## src/design/tdmp_pkg.sv

```systemverilog
package tdmp_pkg;

  localparam int P_W = 20;
  localparam int Y_W = 60;
  localparam int S_W = 61;  // masked alpha and beta sum width
  localparam logic [P_W-1:0] PRIME_RESET = 20'd1048573;
  localparam logic [P_W-1:0] P_MIN = 20'd2;

  typedef struct packed {
    logic [Y_W-1:0] linear_value;
    logic [P_W-1:0] alpha_offset;
    logic           alpha_mask_bit;
    logic [P_W-1:0] beta_offset;
    logic           beta_mask_bit;
    logic           last_item;
  } in_item_t;

  typedef struct packed {
    logic [Y_W-1:0] packed_tag;
    logic [1:0]     tag_bits;
    logic           last_tag;
  } out_item_t;

  // sideband through the first split
  typedef struct packed {
    logic [P_W-1:0] alpha_offset;
    logic           alpha_mask_bit;
    logic [P_W-1:0] beta_offset;
    logic           beta_mask_bit;
    logic           last_item;
  } side1_t;

  // sideband through the second split
  typedef struct packed {
    side1_t         s1;
    logic [P_W-1:0] rem;
  } side2_t;

  // sideband through the masking divide
  typedef struct packed {
    logic           alpha_mask_bit;
    logic           beta_mask_bit;
    logic [P_W-1:0] rem;
    logic           last_item;
  } side3_t;

endpackage

```

## src/design/tdmp_pack.sv

```systemverilog
// Packs alpha_frac*p^2 + beta_frac*p + r in three stages (Horner form).
module tdmp_pack (
  input  logic                     clk,
  input  logic                     rst_n,
  input  logic                     en,
  input  logic [tdmp_pkg::P_W-1:0] p,
  input  logic                     in_valid,
  input  logic [tdmp_pkg::P_W-1:0] a_frac,
  input  logic [tdmp_pkg::P_W-1:0] b_frac,
  input  logic                     a_q0,
  input  logic                     b_q0,
  input  tdmp_pkg::side3_t         side,
  output logic                     out_valid,
  output tdmp_pkg::out_item_t      out_item
);

  localparam int PW = tdmp_pkg::P_W;

  logic            v1_r, v2_r, v3_r;
  logic [2*PW-1:0] t_r;
  logic [2*PW-1:0] hi_r, lo_r;
  logic [PW-1:0]   r1_r, r2_r;
  logic [1:0]      bits1_r, bits2_r;
  logic            last1_r, last2_r;
  tdmp_pkg::out_item_t item_r;
  logic [2*PW-1:0] t_nxt;
  logic [2*PW-1:0] hi_nxt, lo_nxt;
  logic [tdmp_pkg::Y_W-1:0] tag_nxt;

  assign t_nxt   = (2*PW)'(a_frac) * (2*PW)'(p) + (2*PW)'(b_frac);
  assign hi_nxt  = (2*PW)'(t_r[2*PW-1:PW]) * (2*PW)'(p);
  assign lo_nxt  = (2*PW)'(t_r[PW-1:0]) * (2*PW)'(p);
  assign tag_nxt = {hi_r, {PW{1'b0}}} + tdmp_pkg::Y_W'(lo_r) + tdmp_pkg::Y_W'(r2_r);

  // valid chain
  always_ff @(posedge clk) begin
    if (!rst_n) begin
      v1_r <= 1'b0;
      v2_r <= 1'b0;
      v3_r <= 1'b0;
    end else if (en) begin
      v1_r <= in_valid;
      v2_r <= v1_r;
      v3_r <= v2_r;
    end
  end

  // data stages
  always_ff @(posedge clk) begin
    if (en) begin
      t_r     <= t_nxt;
      r1_r    <= side.rem;
      bits1_r <= {a_q0 ^ side.alpha_mask_bit, b_q0 ^ side.beta_mask_bit};
      last1_r <= side.last_item;
      hi_r    <= hi_nxt;
      lo_r    <= lo_nxt;
      r2_r    <= r1_r;
      bits2_r <= bits1_r;
      last2_r <= last1_r;
      item_r.packed_tag <= tag_nxt;
      item_r.tag_bits   <= bits2_r;
      item_r.last_tag   <= last2_r;
    end
  end

  assign out_valid = v3_r;
  assign out_item  = item_r;

endmodule

```

## config.mk

```make
export PLATFORM = sky130hd
export DESIGN_NAME = tdmp_pack
export DESIGN_NICKNAME = d
export VERILOG_FILES = /design/src/design/tdmp_pkg.sv /design/src/design/tdmp_pack.sv
export SDC_FILE = /design/constraint.sdc
export NUM_CORES = 2
export LEC_CHECK = 0
export BUFFER_PORTS_ARGS = -buffer_cell sky130_fd_sc_hd__buf_2
export CORE_MARGIN = 1
export CORE_UTILIZATION = 45
export CTS_CLUSTER_DIAMETER = 50
export DETAILED_ROUTE_END_ITERATION = 8
export GPL_TIMING_DRIVEN = 0
export PLACE_DENSITY = 0.68
export SLEW_MARGIN = 10
export SYNTH_ARGS = -nofsm -noshare
export SYNTH_HDL_FRONTEND = slang
export SYNTH_SLANG_ARGS = --single-unit
```

## constraint.sdc

```tcl
create_clock -name clk -period 10.9 [get_ports clk]
set_clock_uncertainty 0.1 [all_clocks]
set_input_delay 2.18 -clock clk [delete_from_list [all_inputs] [get_ports clk]]
set_output_delay 2.18 -clock clk [all_outputs]
set_load 0.02 [all_outputs]
```

### Word-level counts from Yosys, hierarchy flattened

Cells that the tools add are included.

| word-level totals | value |
|---|---|
| output and inout port bits | 64 |
| bits of input ports | 89 |
| register bits | 232 |

| operators by class | value |
|---|---|
| multipliers | 3 |
| bitwise operators | 2 |
| add/subtract/negate cells | 3 |

Operators by type and width:

| cell | number |
|---|---|
| multiplier 20 x 20 -> 40 bit | 3 |
| adder 60 x 20 -> 60 bit | 1 |
| adder 60 x 40 -> 60 bit | 1 |
| adder 40 x 20 -> 40 bit | 1 |
| XOR 1 bit | 2 |

### Depth between registers and ports, before layout

| logic depth | value |
|---|---|
| word-level depth | 2 |
| depth in mapped cells | 28 |

### Worst setup path after synthesis

Ideal clock, no wire load.

| timing path | value |
|---|---|
| kind | in2reg |
| from | input port p[11] in the netlist's numbering |
| to | register lo_r[39], data pin |
| stages on the path | 25 |
| setup slack | 1919 ps |
| path buffers | 2 |
| required time | 10540 ps |
| arrival | 8621 ps |
| cell sequence | clkbuf_1 > clkbuf_1 > nand2_1 > fa_1 > inv_1 > fa_1 > inv_1 > fa_1 > inv_1 > fa_1 > fa_1 > fa_1 > inv_1 > fa_1 > inv_1 > ha_1 > a21o_1 > a2111oi_2 > o211ai_1 > a31oi_1 > o21ai_1 > o41a_1 > a221oi_2 > o21ai_1 > xnor2_1 |

| on the way | value |
|---|---|
| longest elaborated chain between the ends | 1 |

Ends and longest elaborated chain:

| item | RTL line | text |
|---|---|---|
| start, declared | tdmp_pack.sv:6 | `input logic [tdmp_pkg::P_W-1:0] p,` |
| multiplier 20 x 20 -> 40 bit | tdmp_pack.sv:32 | `assign lo_nxt = (2*PW)'(t_r[PW-1:0]) * (2*PW)'(p);` |
| via lo_nxt[39] | tdmp_pack.sv:27 | `logic [2*PW-1:0] hi_nxt, lo_nxt;` |
| end signal, assigned | tdmp_pack.sv:56 | `lo_r <= lo_nxt;` |
| end, declared | tdmp_pack.sv:21 | `logic [2*PW-1:0] hi_r, lo_r;` |

The timed path passes the listed nets, and every way through them passes these cells.
A chain may end at the register's enable or synchronous reset.

### Worst setup path in the final report

Same ends and word-level chain as after synthesis.

==> out/qor.yml <==
clock_tree:
  cts_setup_buffers: 0
  htree_levels: 2
  cts_resized: 0
  cts_hold_buf: 0
  clk_latency_ns: 0.60
  numCtsBuffers: 37
  clock_path_buffers: 3
  cts_tree: "done"
  clkSlewWorstSetupHoldPaths_ns: 0.05
  root_buffer: "clkbuf_16"
  cts_sinks: 232
logic_synthesis:
  synth_edf_count: 229
  yosysMostFrequentCell: "inv_1"
  synth_area_per_cell_sq_um: 9.72
  synth_common_cells: "1027 x inv_1, 981 x fa_1, 688 x and2_1, 588 x nand2_1, 490 x ha_1"
  syn_inst: 5153
  synth_area_sq_um: 50100
  synth_flop_cell: "edfxtp_1"
  yosysTopAreaCell: "fa_1"
  ys_async_sr_fraction: 0
  synth_area_leaders: "fa_1 39%, edfxtp_1 14%, ha_1 12%, and2_1 8.6%, inv_1 7.7%"
  ys_warn_count: 0
  synth_nets: 6713
  synth_top_area_frac: 0.392
  yosysUniqueCellTypes: 74
  synth-seq-area-share: 0.139
  ys_ff_latch: 232
global_route:
  grt_antenna_before_repair: 29
  globalRouteTotalUtil: 0.270
  overflow: 0
  grt_max_degree: 108
  grt_pass1_wl_um: 225000
  grt_pass1_vias: 37000
setup_path:
  cp_slowest_cell: "clkbuf_1"
  r2r_setup_slack_ns: 2.65
  cp.required_ns: 11.09
  critPathLaunch: "p[11]"
  path_buf_inv: 7
  worstSetupPathType: "in -> reg"
  crit_fanout: 10
  cp.depth: 25
  cp.arrival_ns: 10.15
  endpoint: "lo_r[39]"
  r2r_end: "lo_r[39]"
  slowest_delay_ns: 0.78
  crit_family: "adder cells"
  end_kind: "flop"
  r2r_start: "t_r[13]"
  reg2regPathDepth: 25
  cp_common_cell: "fa_1"
  cp-start-kind: "input pin"
drt:
  drc: 0
  via_per_inst: 5.36
  drtIter0Drc: 3050
  firstDrtPassIters: 6
  routedWlPerCell_um: 21.7
  vias: 36700
  finalWirelength_um: 149000
  detail-route-antenna-nets: 0
layout:
  fin_nets: 6866
  area_growth_pct: 7.61
  utilization: 0.488
  drive_gt1_frac: 0.0397
floorplan:
  core_region_area_sq_um: 111000
  pin_count: 153
  die_w_um: 336
  die_h_um: 336
  die-area_sq_um: 113000
  floorplan.initialDensity: 0.453
  num_rows: 122
sta:
  fmax_mhz: 100
  fin_crit_ns: 9.96
  final-hold-violation-count: 0
  worstMarginPinSlew_ns: 1.55
  fin_setup_tns_ns: 0
  slew_headroom: -0.0302
  rsz0062_at_grt: "no"
  setup_viol: 0
  period_share: 0.914
  final.setup.worst_slack_ns: 0.942
  slew_violations: 12
min_path:
  min_from: "bits2_r[0]"
  hold_path_depth: 0
  hp-class: "reg -> reg"
place:
  place_hpwl_um: 121000
  io_buffers: 112
  gp_congestion: 0.997
  place_ws_ns: 0.436
outcome:
  violations: "max-capacitance violations, max-slew violations"
  status: "complete, but fails checks"
job:
  drv_cap: 1
[worst min-delay path by stage]
| stage | slack (ns) | to |
|---|---|---|
| 2_1_floorplan | 0.30 | bits2_r[0] |
| 3_3_place_gp | 0.30 | bits2_r[0] |
| 3_5_place_dp | 0.30 | r2_r[5] |
| 4_1_cts | 0.32 | r2_r[14] |
| 5_1_grt | 0.32 | out_item[0] |
| 6_report | 0.31 | out_item[1] |
[cell families (layout without fill, tap and decap cells)]
kind of cell / after synthesis / after routing / synth area share
AO/OA/AOI/OAI: 457 / 457 / 0.0628
buffers and inverters: 1299 / 1481 / 0.0976
adder cells (fa/ha/maj): 1471 / 1471 / 0.515
other: 0 / 24 / 0
multiplexers: 5 / 5 / 0.000999
AND/OR/NAND/NOR: 1521 / 1521 / 0.156
flip-flops: 232 / 232 / 0.139
XOR/XNOR: 168 / 168 / 0.0294
[worst reg2reg max path, stage by stage (launching register included)]
cell       delay, ns
edfxtp_1        0.34
clkbuf_1        0.72
nand2_1         0.19
fa_1            0.58
inv_1           0.05
fa_1            0.50
inv_1           0.05
fa_1            0.47
inv_1           0.05
fa_1            0.50
fa_1            0.44
inv_1           0.08
fa_1            0.50
fa_1            0.52
inv_1           0.04
ha_1            0.35
a21oi_1         0.18
o21ai_2         0.10
a2111oi_2       0.39
o211ai_1        0.20
a31oi_1         0.34
o21ai_1         0.18
o41a_1          0.39
a221oi_2        0.41
o21ai_1         0.14
xnor2_1         0.16
[flip-flops by register name, indices dropped and copies added, names as in the netlist]
signal     flops
last1_r        1
v2_r           1
hi_r          40
r1_r          20
bits2_r        2
r2_r          20
out_valid      1
v1_r           1
last2_r        1
bits1_r        2
lo_r          40
t_r           40
out_item      63
[per-stage QoR]
step / hold slack [ns] / cells / instance area (sq um)
2_1_floorplan: 0.300 / 5153 / 50100
3_3_place_gp: 0.301 / 6753 / 52500
3_5_place_dp: 0.305 / 6755 / 52600
4_1_cts: 0.316 / 6823 / 53800
5_1_grt: 0.322 / 6834 / 53900
6_report: 0.314 / 6847 / 53900
[cell type report]
class,instances,area (sq um)
inverter,1027,3850
antenna,24,60.1
sequential,232,6940
timing repair buffer,114,626
fill,10400,56600
buffer,272,1040
clock buffer,40,937
tap,1488,1860
multi-input combinational,3622,38300
clock inverter,28,319
[layout by cell type, fill, tap and decap left out, drive strengths merged, types with 10 or more instances in the layout]
cell type	netlist	final
a211oi	10	10
a21o	105	105
a21oi	138	138
a31oi	14	14
and2	688	688
and3	21	21
buf	4	118
clkbuf	268	308
clkinv	0	13
diode	0	24
edfxtp	229	229
fa	981	981
ha	490	490
inv	1027	1035
nand2	588	588
nand2b	23	23
nand3	32	32
nand4	28	28
nor2	80	80
nor2b	22	22
nor3	20	20
o21a	24	24
o21ai	65	65
o21bai	28	28
o31ai	13	13
xnor2	115	115
xor2	53	53
[metal layers]
metal | track usage | vias up | part of all wire
met5 | 0 | - | 0.00091
li1 | - | 16100 | -
met2 | 0.422 | 1752 | 0.45
met4 | 0.124 | 22 | 0.051
met3 | 0.0656 | 421 | 0.10
met1 | 0.353 | 18400 | 0.39
Power is not shown: default switching activity piles up to over one toggle a cycle in this logic, so the estimate is an artifact.
